## src/design/chhi_pkg.sv

```systemverilog
// Shared types, constants and tables for the compass heading block.
package chhi_pkg;

  // Measurement averaging
  localparam int unsigned SampleCount = 40;
  localparam int unsigned CntW        = $clog2(SampleCount + 1);
  localparam int unsigned MagW        = 16;
  localparam int unsigned SumW        = 22;
  localparam int unsigned DiffW       = MagW + 1;

  // Rounded average as a biased serial division: q = floor((2*sum + N + B*2N) / 2N)
  localparam int unsigned DivDen  = 2 * SampleCount;
  localparam int unsigned QuotW   = 17;
  localparam int unsigned AvgBias = 2 ** (QuotW - 1);
  localparam int unsigned DvdW    = 24;
  localparam int unsigned DivBias = SampleCount + AvgBias * DivDen;
  localparam int unsigned RemW    = $clog2(2 * DivDen);

  // Vectoring CORDIC
  localparam int unsigned CordicSteps = 16;
  localparam int unsigned StepW       = $clog2(CordicSteps);
  localparam int unsigned ScaleSh     = 16;
  localparam int unsigned CordW       = 36;
  localparam int unsigned AngTabW     = 21;
  localparam int unsigned AngW        = 23;
  localparam int unsigned FracW       = 8;
  localparam int unsigned VW          = AngW + 2;

  // Heading in hundredths of a degree
  localparam int unsigned HeadW    = 16;
  localparam int unsigned HeadZero = 18000;
  localparam int unsigned HeadMax  = 36000;

  // atan(2^-i) in 1/256 hundredths of a degree
  localparam logic [AngTabW-1:0] AngleTab [CordicSteps] = '{
    21'd1152000, 21'd680065, 21'd359328, 21'd182400,
    21'd91554,   21'd45822,  21'd22916,  21'd11459,
    21'd5730,    21'd2865,   21'd1432,   21'd716,
    21'd358,     21'd179,    21'd90,     21'd45
  };

  localparam int unsigned CfgIdxW = 1;

  typedef enum logic [CfgIdxW-1:0] {
    REG_PRESET_X,
    REG_PRESET_Y
  } cfg_reg_e;

  typedef enum logic [1:0] {
    KIND_MEASURE,
    KIND_CAL,
    KIND_FINISH
  } kind_e;

  typedef enum logic [0:0] {
    RES_HEADING,
    RES_OFFSET
  } res_kind_e;

  typedef struct packed {
    kind_e                  kind;
    logic signed [MagW-1:0] mag_x;
    logic signed [MagW-1:0] mag_y;
  } in_req_t;

  typedef struct packed {
    res_kind_e              result_kind;
    logic [HeadW-1:0]       heading;
    logic signed [MagW-1:0] new_offset_x;
    logic signed [MagW-1:0] new_offset_y;
  } out_req_t;

endpackage

```

## src/design/compass_heading_hard_iron_top.sv

```systemverilog
// Top level of the compass heading block with hard-iron calibration.
//
// Input channel (in_valid_i/in_ready_o, in_req_i) takes one request per sample:
// measure sample, calibration sample or finish calibration. Output channel
// (out_valid_o/out_ready_i, out_o) returns a heading result on every completed
// group of measure samples and an offset result on every finish request.
// Configuration channel (cfg_valid_i/cfg_ready_o) writes the preset offsets;
// it is always ready and should only be used while the block is idle.
// Flow: calibration samples and measure samples that do not complete a group
// are taken while the block stays idle. A finish request goes to the emit state,
// which passes its result to the output register. The completing measure sample
// runs through the serial divider forming both averages, 16 CORDIC iterations
// and the emit state; the input stays not ready meanwhile.
// The output register holds a result until it is taken, and the next request
// is accepted while it waits; a result that finds the register still full
// waits in place until the receiver takes the old one.
// Reset clears the sums, the calibration state and the presets to zero.
module compass_heading_hard_iron_top (
  input  logic                              clk_i,
  input  logic                              rst_ni,
  input  logic                              in_valid_i,
  output logic                              in_ready_o,
  input  chhi_pkg::in_req_t                 in_req_i,
  output logic                              out_valid_o,
  input  logic                              out_ready_i,
  output chhi_pkg::out_req_t                out_o,
  input  logic                              cfg_valid_i,
  output logic                              cfg_ready_o,
  input  logic [chhi_pkg::CfgIdxW-1:0]      cfg_index_i,
  input  logic signed [chhi_pkg::MagW-1:0]  cfg_data_i
);
  import chhi_pkg::*;

  typedef enum logic [2:0] {
    S_IDLE,
    S_AVG,
    S_DIV,
    S_ANGLE,
    S_EMIT
  } state_e;

  state_e                 state_q, state_d;
  logic signed [SumW-1:0] sum_x_q, sum_x_d, sum_y_q, sum_y_d;
  logic [CntW-1:0]        cnt_q, cnt_d;
  logic signed [MagW-1:0] min_x_q, min_x_d, max_x_q, max_x_d;
  logic signed [MagW-1:0] min_y_q, min_y_d, max_y_q, max_y_d;
  logic                   calibrating_q, calibrating_d;
  logic                   calibrated_q, calibrated_d;
  logic signed [MagW-1:0] learned_x_q, learned_x_d, learned_y_q, learned_y_d;
  logic signed [MagW-1:0] preset_x_q, preset_x_d, preset_y_q, preset_y_d;
  res_kind_e              res_kind_q, res_kind_d;
  logic [HeadW-1:0]       heading_q, heading_d;
  logic                   out_valid_q, out_valid_d;
  out_req_t               out_q, out_d;

  logic                    in_acc;
  logic                    div_start, div_done;
  logic [DvdW-1:0]         dvd_x, dvd_y;
  logic [QuotW-1:0]        quot_x, quot_y;
  logic signed [DiffW-1:0] avg_x, avg_y, dx, dy;
  logic                    cord_start, cord_done;
  logic [HeadW-1:0]        cord_heading;
  logic signed [MagW-1:0]  off_x, off_y;
  logic signed [SumW-1:0]  mag_x_ext, mag_y_ext;
  logic signed [MagW:0]    mid_x, mid_y;
  logic [DvdW-1:0]         sum_x_ext, sum_y_ext;

  assign in_ready_o  = (state_q == S_IDLE);
  assign in_acc      = in_valid_i && in_ready_o;
  assign cfg_ready_o = 1'b1;

  assign off_x = calibrated_q ? learned_x_q : preset_x_q;
  assign off_y = calibrated_q ? learned_y_q : preset_y_q;

  assign mag_x_ext = $signed({{(SumW - MagW){in_req_i.mag_x[MagW-1]}}, in_req_i.mag_x});
  assign mag_y_ext = $signed({{(SumW - MagW){in_req_i.mag_y[MagW-1]}}, in_req_i.mag_y});

  // Biased dividend keeps the division unsigned and floors toward minus infinity.
  assign sum_x_ext = {{(DvdW - SumW){sum_x_q[SumW-1]}}, sum_x_q};
  assign sum_y_ext = {{(DvdW - SumW){sum_y_q[SumW-1]}}, sum_y_q};
  assign dvd_x     = {sum_x_ext[DvdW-2:0], 1'b0} + DvdW'(DivBias);
  assign dvd_y     = {sum_y_ext[DvdW-2:0], 1'b0} + DvdW'(DivBias);

  // Drop the bias again and subtract the offsets in use.
  assign avg_x = $signed(DiffW'(quot_x) - DiffW'(AvgBias));
  assign avg_y = $signed(DiffW'(quot_y) - DiffW'(AvgBias));
  assign dx    = avg_x - $signed({off_x[MagW-1], off_x});
  assign dy    = avg_y - $signed({off_y[MagW-1], off_y});

  assign mid_x = $signed({max_x_q[MagW-1], max_x_q}) + $signed({min_x_q[MagW-1], min_x_q});
  assign mid_y = $signed({max_y_q[MagW-1], max_y_q}) + $signed({min_y_q[MagW-1], min_y_q});

  chhi_div u_div (
    .clk_i    (clk_i),
    .rst_ni   (rst_ni),
    .start_i  (div_start),
    .dvd_x_i  (dvd_x),
    .dvd_y_i  (dvd_y),
    .done_o   (div_done),
    .quot_x_o (quot_x),
    .quot_y_o (quot_y)
  );

  chhi_cordic u_cordic (
    .clk_i     (clk_i),
    .rst_ni    (rst_ni),
    .start_i   (cord_start),
    .dx_i      (dx),
    .dy_i      (dy),
    .done_o    (cord_done),
    .heading_o (cord_heading)
  );

  always_comb begin
    state_d       = state_q;
    sum_x_d       = sum_x_q;
    sum_y_d       = sum_y_q;
    cnt_d         = cnt_q;
    min_x_d       = min_x_q;
    max_x_d       = max_x_q;
    min_y_d       = min_y_q;
    max_y_d       = max_y_q;
    calibrating_d = calibrating_q;
    calibrated_d  = calibrated_q;
    learned_x_d   = learned_x_q;
    learned_y_d   = learned_y_q;
    preset_x_d    = preset_x_q;
    preset_y_d    = preset_y_q;
    res_kind_d    = res_kind_q;
    heading_d     = heading_q;
    out_valid_d   = out_valid_q;
    out_d         = out_q;
    div_start     = 1'b0;
    cord_start    = 1'b0;

    if (out_valid_q && out_ready_i) begin
      out_valid_d = 1'b0;
    end

    if (cfg_valid_i) begin
      unique case (cfg_reg_e'(cfg_index_i))
        REG_PRESET_X: preset_x_d = cfg_data_i;
        REG_PRESET_Y: preset_y_d = cfg_data_i;
        default: ;
      endcase
    end

    unique case (state_q)
      S_IDLE: begin
        if (in_acc) begin
          unique case (in_req_i.kind)
            KIND_MEASURE: begin
              sum_x_d = sum_x_q + mag_x_ext;
              sum_y_d = sum_y_q + mag_y_ext;
              cnt_d   = cnt_q + 1'b1;
              if (cnt_q == CntW'(SampleCount - 1)) begin
                state_d = S_AVG;
              end
            end
            KIND_CAL: begin
              if (!calibrating_q) begin
                min_x_d       = in_req_i.mag_x;
                max_x_d       = in_req_i.mag_x;
                min_y_d       = in_req_i.mag_y;
                max_y_d       = in_req_i.mag_y;
                calibrating_d = 1'b1;
              end else begin
                if (in_req_i.mag_x < min_x_q) min_x_d = in_req_i.mag_x;
                if (in_req_i.mag_x > max_x_q) max_x_d = in_req_i.mag_x;
                if (in_req_i.mag_y < min_y_q) min_y_d = in_req_i.mag_y;
                if (in_req_i.mag_y > max_y_q) max_y_d = in_req_i.mag_y;
              end
            end
            KIND_FINISH: begin
              if (calibrating_q) begin
                learned_x_d   = mid_x[MagW:1];
                learned_y_d   = mid_y[MagW:1];
                calibrated_d  = 1'b1;
                calibrating_d = 1'b0;
              end
              res_kind_d = RES_OFFSET;
              heading_d  = '0;
              state_d    = S_EMIT;
            end
            default: ;
          endcase
        end
      end
      S_AVG: begin
        div_start = 1'b1;
        sum_x_d   = '0;
        sum_y_d   = '0;
        cnt_d     = '0;
        state_d   = S_DIV;
      end
      S_DIV: begin
        if (div_done) begin
          cord_start = 1'b1;
          state_d    = S_ANGLE;
        end
      end
      S_ANGLE: begin
        if (cord_done) begin
          res_kind_d = RES_HEADING;
          heading_d  = cord_heading;
          state_d    = S_EMIT;
        end
      end
      S_EMIT: begin
        // Hold the result until the output register is free.
        if (!out_valid_q || out_ready_i) begin
          out_d.result_kind  = res_kind_q;
          out_d.heading      = heading_q;
          out_d.new_offset_x = off_x;
          out_d.new_offset_y = off_y;
          out_valid_d        = 1'b1;
          state_d            = S_IDLE;
        end
      end
      default: state_d = S_IDLE;
    endcase
  end

  always_ff @(posedge clk_i or negedge rst_ni) begin
    if (!rst_ni) begin
      state_q       <= S_IDLE;
      sum_x_q       <= '0;
      sum_y_q       <= '0;
      cnt_q         <= '0;
      min_x_q       <= '0;
      max_x_q       <= '0;
      min_y_q       <= '0;
      max_y_q       <= '0;
      calibrating_q <= 1'b0;
      calibrated_q  <= 1'b0;
      learned_x_q   <= '0;
      learned_y_q   <= '0;
      preset_x_q    <= '0;
      preset_y_q    <= '0;
      res_kind_q    <= RES_HEADING;
      heading_q     <= '0;
      out_valid_q   <= 1'b0;
      out_q         <= '0;
    end else begin
      state_q       <= state_d;
      sum_x_q       <= sum_x_d;
      sum_y_q       <= sum_y_d;
      cnt_q         <= cnt_d;
      min_x_q       <= min_x_d;
      max_x_q       <= max_x_d;
      min_y_q       <= min_y_d;
      max_y_q       <= max_y_d;
      calibrating_q <= calibrating_d;
      calibrated_q  <= calibrated_d;
      learned_x_q   <= learned_x_d;
      learned_y_q   <= learned_y_d;
      preset_x_q    <= preset_x_d;
      preset_y_q    <= preset_y_d;
      res_kind_q    <= res_kind_d;
      heading_q     <= heading_d;
      out_valid_q   <= out_valid_d;
      out_q         <= out_d;
    end
  end

  assign out_valid_o = out_valid_q;
  assign out_o       = out_q;

endmodule

```

## src/design/chhi_div.sv

```systemverilog
// Two-lane restoring divider by a constant, one quotient bit per cycle.
module chhi_div (
  input  logic                      clk_i,
  input  logic                      rst_ni,
  input  logic                      start_i,
  input  logic [chhi_pkg::DvdW-1:0]  dvd_x_i,
  input  logic [chhi_pkg::DvdW-1:0]  dvd_y_i,
  output logic                      done_o,
  output logic [chhi_pkg::QuotW-1:0] quot_x_o,
  output logic [chhi_pkg::QuotW-1:0] quot_y_o
);
  import chhi_pkg::*;

  localparam int unsigned StepCntW = $clog2(QuotW + 1);

  typedef struct packed {
    logic [RemW-1:0]  rem;
    logic [QuotW-1:0] sh;
  } lane_t;

  // Shift one dividend bit into the remainder and one quotient bit into the word.
  function automatic lane_t div_step(lane_t l);
    logic [RemW-1:0] trial;
    lane_t           r;
    trial = {l.rem[RemW-2:0], l.sh[QuotW-1]};
    r.sh  = {l.sh[QuotW-2:0], 1'b0};
    r.rem = trial;
    if (trial >= RemW'(DivDen)) begin
      r.rem   = trial - RemW'(DivDen);
      r.sh[0] = 1'b1;
    end
    return r;
  endfunction

  logic                busy_q, busy_d;
  logic                done_q, done_d;
  logic [StepCntW-1:0] cnt_q, cnt_d;
  lane_t               lx_q, lx_d, ly_q, ly_d;

  always_comb begin
    busy_d = busy_q;
    done_d = 1'b0;
    cnt_d  = cnt_q;
    lx_d   = lx_q;
    ly_d   = ly_q;
    if (start_i) begin
      busy_d = 1'b1;
      cnt_d  = '0;
      // The quotient fits in QuotW bits, so the upper part is already below the divisor.
      lx_d.rem = RemW'(dvd_x_i >> QuotW);
      lx_d.sh  = dvd_x_i[QuotW-1:0];
      ly_d.rem = RemW'(dvd_y_i >> QuotW);
      ly_d.sh  = dvd_y_i[QuotW-1:0];
    end else if (busy_q) begin
      lx_d  = div_step(lx_q);
      ly_d  = div_step(ly_q);
      cnt_d = cnt_q + 1'b1;
      if (cnt_q == StepCntW'(QuotW - 1)) begin
        busy_d = 1'b0;
        done_d = 1'b1;
      end
    end
  end

  always_ff @(posedge clk_i or negedge rst_ni) begin
    if (!rst_ni) begin
      busy_q <= 1'b0;
      done_q <= 1'b0;
      cnt_q  <= '0;
      lx_q   <= '0;
      ly_q   <= '0;
    end else begin
      busy_q <= busy_d;
      done_q <= done_d;
      cnt_q  <= cnt_d;
      lx_q   <= lx_d;
      ly_q   <= ly_d;
    end
  end

  assign done_o   = done_q;
  assign quot_x_o = lx_q.sh;
  assign quot_y_o = ly_q.sh;

endmodule

```

## src/design/chhi_cordic.sv

```systemverilog
// Iterative vectoring CORDIC turning an offset-corrected vector into a heading.
module chhi_cordic (
  input  logic                              clk_i,
  input  logic                              rst_ni,
  input  logic                              start_i,
  input  logic signed [chhi_pkg::DiffW-1:0] dx_i,
  input  logic signed [chhi_pkg::DiffW-1:0] dy_i,
  output logic                              done_o,
  output logic [chhi_pkg::HeadW-1:0]        heading_o
);
  import chhi_pkg::*;

  typedef enum logic [1:0] {
    C_IDLE,
    C_RUN,
    C_FIN
  } state_e;

  typedef enum logic [1:0] {
    BASE_ZERO,
    BASE_HALF,
    BASE_FULL
  } base_e;

  state_e                  state_q, state_d;
  logic signed [CordW-1:0] x_q, x_d, y_q, y_d;
  logic signed [AngW-1:0]  z_q, z_d;
  logic [StepW-1:0]        step_q, step_d;
  base_e                   base_q, base_d;
  logic                    zero_q, zero_d;
  logic                    done_q, done_d;
  logic [HeadW-1:0]        heading_q, heading_d;

  logic                    neg;
  logic signed [DiffW-1:0] vx, vy;
  logic signed [CordW-1:0] xs, ys;
  logic signed [AngW-1:0]  ang;
  logic signed [VW-1:0]    zext, base_term, v;
  logic signed [VW-FracW-1:0] hs;

  assign neg = dx_i < 0;
  assign vx  = neg ? -dx_i : dx_i;
  assign vy  = neg ? -dy_i : dy_i;
  assign xs  = x_q >>> step_q;
  assign ys  = y_q >>> step_q;
  assign ang = $signed(AngW'(AngleTab[step_q]));

  always_comb begin
    case (base_q)
      BASE_HALF: base_term = $signed(VW'(HeadZero * (2 ** FracW)));
      BASE_FULL: base_term = $signed(VW'(HeadMax * (2 ** FracW)));
      default:   base_term = '0;
    endcase
  end

  // Round to the nearest hundredth, ties upward.
  assign zext = $signed({{(VW - AngW){z_q[AngW-1]}}, z_q});
  assign v    = zext + base_term + $signed(VW'(2 ** (FracW - 1)));
  assign hs   = v[VW-1:FracW];

  always_comb begin
    state_d   = state_q;
    x_d       = x_q;
    y_d       = y_q;
    z_d       = z_q;
    step_d    = step_q;
    base_d    = base_q;
    zero_d    = zero_q;
    done_d    = 1'b0;
    heading_d = heading_q;
    unique case (state_q)
      C_IDLE: begin
        if (start_i) begin
          // Fold the left half-plane onto the right one and note the half turn.
          x_d    = $signed({{(CordW - DiffW - ScaleSh){vx[DiffW-1]}}, vx, {ScaleSh{1'b0}}});
          y_d    = $signed({{(CordW - DiffW - ScaleSh){vy[DiffW-1]}}, vy, {ScaleSh{1'b0}}});
          z_d    = '0;
          step_d = '0;
          zero_d = (dx_i == 0) && (dy_i == 0);
          if (!neg) begin
            base_d = BASE_HALF;
          end else if (dy_i >= 0) begin
            base_d = BASE_FULL;
          end else begin
            base_d = BASE_ZERO;
          end
          state_d = C_RUN;
        end
      end
      C_RUN: begin
        if (y_q > 0) begin
          x_d = x_q + ys;
          y_d = y_q - xs;
          z_d = z_q + ang;
        end else begin
          x_d = x_q - ys;
          y_d = y_q + xs;
          z_d = z_q - ang;
        end
        step_d = step_q + 1'b1;
        if (step_q == StepW'(CordicSteps - 1)) begin
          state_d = C_FIN;
        end
      end
      C_FIN: begin
        if (zero_q) begin
          heading_d = HeadW'(HeadZero);
        end else if (hs < 0) begin
          heading_d = '0;
        end else if (hs > $signed((VW - FracW)'(HeadMax))) begin
          heading_d = HeadW'(HeadMax);
        end else begin
          heading_d = hs[HeadW-1:0];
        end
        done_d  = 1'b1;
        state_d = C_IDLE;
      end
      default: state_d = C_IDLE;
    endcase
  end

  always_ff @(posedge clk_i or negedge rst_ni) begin
    if (!rst_ni) begin
      state_q   <= C_IDLE;
      x_q       <= '0;
      y_q       <= '0;
      z_q       <= '0;
      step_q    <= '0;
      base_q    <= BASE_HALF;
      zero_q    <= 1'b0;
      done_q    <= 1'b0;
      heading_q <= '0;
    end else begin
      state_q   <= state_d;
      x_q       <= x_d;
      y_q       <= y_d;
      z_q       <= z_d;
      step_q    <= step_d;
      base_q    <= base_d;
      zero_q    <= zero_d;
      done_q    <= done_d;
      heading_q <= heading_d;
    end
  end

  assign done_o    = done_q;
  assign heading_o = heading_q;

endmodule
```

## config.mk

```make
export PLATFORM = sky130hd
export DESIGN_NAME = compass_heading_hard_iron_top
export DESIGN_NICKNAME = d
export VERILOG_FILES = /design/src/design/chhi_pkg.sv /design/src/design/compass_heading_hard_iron_top.sv /design/src/design/chhi_div.sv /design/src/design/chhi_cordic.sv
export SDC_FILE = /design/constraint.sdc
export NUM_CORES = 2
export LEC_CHECK = 0
export ABC_AREA = 1
export BUFFER_PORTS_ARGS = -buffer_cell sky130_fd_sc_hd__buf_4
export CAP_MARGIN = 20
export CORE_AREA = 2 2 221 332
export CTS_BUF_LIST = sky130_fd_sc_hd__clkbuf_4
export CTS_CLUSTER_DIAMETER = 100
export DETAILED_ROUTE_END_ITERATION = 10
export DIE_AREA = 0 0 223 334
export GPL_TIMING_DRIVEN = 0
export PLACE_DENSITY = 0.77
export SLEW_MARGIN = 20
export SYNTH_ARGS = -nofsm -noshare
export SYNTH_HDL_FRONTEND = slang
export SYNTH_HIERARCHICAL = 1
export SYNTH_SLANG_ARGS = --single-unit
export TNS_END_PERCENT = 10
```

## constraint.sdc

```tcl
create_clock -name clk_i -period 5.9 [get_ports clk_i]
set_clock_uncertainty 0.05 [all_clocks]
set_input_delay 0.885 -clock clk_i [delete_from_list [all_inputs] [get_ports clk_i]]
set_output_delay 0.885 -clock clk_i [all_outputs]
set_load 0.1 [all_outputs]
```

==> flow_metrics.py <==
metrics = {
    "outcome": {
        "status": "finished, violations left",
        "violations": "setup timing",
    },
    "clock_network": {
        "cts_sinks": 426,
        "clock_latency_ps": 1010,
        "path_clk_slew_ps": 80,
        "cts_setup_buffers": 0,
        "cts_buffers": 111,
        "cts_root_buffer": "clkbuf_4",
        "htree_levels": 3,
        "cts_tree": "done",
        "clk_path_buf_depth": 3,
    },
    "place": {
        "io_buffers": 106,
        "dp_slack_ps": -282,
        "hpwl_um": 127000,
        "dp_cells": 6671,
        "gp_congestion": 1.13,
    },
    "sta": {
        "slew-limit-headroom_pct": 15.1,
        "hold_violations": 0,
        "tightestPinTransition_ps": 1270,
        "post-route-period-util_pct": 100,
        "fin_ws_ps": -3.93,
        "rsz0062_at_grt": "true",
        "slew_violations": 0,
        "setup_viol": 1,
        "tns_ps": -3.93,
        "period_needed_ps": 5900,
        "whs_ps": 126,
        "fmax_mhz": 169,
    },
    "final_layout": {
        "drive_gt1_share_pct": 9.10,
        "finalNonFillerCells": 6881,
        "syn_to_final_growth_pct": 9.56,
        "num-nets-final": 6252,
    },
    "detailed_routing": {
        "ant_nets": 0,
        "finalWirelength_um": 157000,
        "vias": 39948,
        "first_pass_iters": 8,
        "remaining_drc_errors": 0,
        "drt_iter0_markers": 2988,
        "vias_per_cell": 5.81,
        "wl_per_cell_um": 22.8,
    },
    "yosys": {
        "synth_area_per_cell_um2": 6.79,
        "yosysWarnings": 6,
        "ys_async_sr_fraction_pct": 100,
        "netlist_instances": 5635,
        "yosys.area.top_type_share_pct": 27.8,
        "synth_edf_count": 0,
        "ys_seq_area_share_pct": 27.9,
        "ys_types": 68,
        "synth_most_common_cell": "nand2_1",
        "synth-seq-cells": 426,
        "syn-cell-area_um2": 38300,
        "synth-main-ff-cell": "dfrtp_1",
        "synth_area_leader_cell": "dfrtp_1",
        "synth_common_cells": "nand2_1, inv_1, nand3_1, dfrtp_1, nor2_1",
        "yosys-top-cells-area": "dfrtp_1, nand2_1, ha_1, nand3_1, inv_1",
    },
    "worst_setup_path": {
        "reg2reg_slack_ps": -4,
        "r2r_cells": 21,
        "rr_startpoint": "u_cordic/y_q[4]",
        "startpoint_type": "flop",
        "critPathArrivalTime_ps": 6730,
        "path_class": "reg2reg",
        "critPathRequiredTime_ps": 6720,
        "critPathMaxFanout": 10,
        "timing.rr.end": "u_cordic/y_q[27]",
        "crit_path_end_kind": "flop",
    },
    "grt": {
        "grtUsageMet1_pct": 41.7,
        "grt_overflow_total": 0,
        "grt-busiest-layer": "met2",
        "first_global_vias": 39690,
        "grt_max_degree": 101,
        "antenna_found_initial": 4,
        "use_met2_pct": 73.0,
        "track_usage_pct": 42.1,
        "use_met3_pct": 7.19,
        "grt_pass1_wl_um": 234000,
    },
    "hold_path": {
        "min_from": "cfg_data_i[1]",
        "hold_end": "preset_x_q[1]",
        "hold_depth": 3,
        "holdCritPathClass": "in2reg",
    },
    "die": {
        "coreArea_um2": 71900,
        "die_area_um2": 74500,
        "core.rowCount": 121,
        "die_h_um": 334,
        "fp.dieW_um": 223,
        "top_level_ports": 108,
        "start_util_pct": 53.2,
    },
    "run": {
        "maxCapViolCount": 0,
    },
}
[worst max-delay path by stage]
stage	from	endpoint	slack, ps	cells after the start
floorplan	u_cordic/step_q[1]	u_cordic/z_q[17]	1630	28
global placement	rst_ni	sum_x_q[15]	-680	1
detailed placement	u_cordic/y_q[20]	u_cordic/y_q[34]	-280	22
CTS	u_cordic/y_q[1]	u_cordic/y_q[34]	50	22
global route	u_cordic/step_q[0]	u_cordic/y_q[34]	-90	26
finish	u_cordic/y_q[4]	u_cordic/y_q[27]	-4	21
[worst max-delay path, cell delays in order, from the launching register on]
cell	delay (ps)
dfrtp_1	440
inv_1	120
nand4_1	120
nor3_1	530
nand4_1	280
nor2_1	210
nor2_1	90
inv_1	190
clkbuf_1	820
nor2_1	110
xor2_1	190
ha_1	370
inv_1	90
o31ai_1	360
a21oi_1	200
o21ai_0	420
nand2_1	170
o21bai_1	440
nand4_1	220
nand3b_1	140
nand3_1	90
a21boi_0	170
[sequential cells by signal (all words and copies together), names as in the netlist, 16 cells and up]
| name | count |
|---|---|
| out_o | 49 |
| u_cordic/x_q | 36 |
| u_cordic/y_q | 36 |
| u_cordic/z_q | 23 |
| sum_x_q | 22 |
| sum_y_q | 22 |
| u_div/quot_x_o | 17 |
| u_div/quot_y_o | 17 |
| heading_q | 16 |
| learned_x_q | 16 |
| learned_y_q | 16 |
| max_x_q | 16 |
| max_y_q | 16 |
| min_x_q | 16 |
| min_y_q | 16 |
| preset_x_q | 16 |
| preset_y_q | 16 |
| u_cordic/heading_o | 16 |
[per-stage QoR]
| step | utilization [%] | cell area (um^2) |
|---|---|---|
| 2_1_floorplan | - | 38300 |
| 3_3_place_gp | 55.9 | 40200 |
| 3_5_place_dp | 56.2 | 40400 |
| 4_1_cts | 58.2 | 41800 |
| 5_1_grt | 58.3 | 41900 |
| 6_report | 58.3 | 41900 |
[cells by family (layout without fill, tap and decap cells)]
kind of cell	count (synthesis)	after routing	share of synthesized area, %
simple gates	2666	2666	29.4
mux	21	21	0.549
xor+xnor	232	232	5.31
compound gates	1062	1062	16.0
fa+ha+maj	332	332	11.0
other cells	2	8	0.0196
buf+inv	894	1212	9.84
flops	426	426	27.9
[routing by layer]
metal	vias to the layer above	wire length, um
met3	623	9700
met2	1602	75300
met4	4	19100
li1	19224	-
met1	18495	53000
met5	-	24
[area by class of cell]
| type | instances | area [um^2] |
|---|---|---|
| fill | 7096 | 30000 |
| multi-input combinational | 4316 | 23900 |
| sequential | 426 | 10700 |
| inverter | 686 | 2580 |
| buffer | 208 | 1210 |
| tap | 922 | 1150 |
| clock buffer | 143 | 1070 |
| timing repair buffer | 115 | 957 |
| clock inverter | 60 | 339 |
| antenna | 5 | 12.5 |
[what timing repair did]
action	CTS	global route
resized for setup	7	28
endpoints found under the hold margin	89	0
setup endpoints to repair	20	36
pin swaps	0	0
hold buffers	1	0
[cells in the final DEF, fill, tap and decap left out, drive strengths merged, types with 6 or more instances in the layout]
master / n
o21a: 21
nand2: 1514
fa: 9
a2bb2oi: 9
mux2i: 21
xor2: 152
a21o: 28
ha: 323
a22oi: 15
o21bai: 22
nor2: 423
a21boi: 15
nand4: 38
nand3: 556
o22ai: 47
a31oi: 27
or2: 18
clkbuf: 206
buf: 259
dfrtp: 425
clkinv: 55
a21oi: 326
o31ai: 14
nor3: 78
xnor2: 80
a211oi: 6
o21ai: 454
nand3b: 10
inv: 687
o221ai: 38
o211ai: 20
nor4: 17
Power is not shown: default switching activity piles up to over one toggle a cycle in this logic, so the estimate is an artifact.
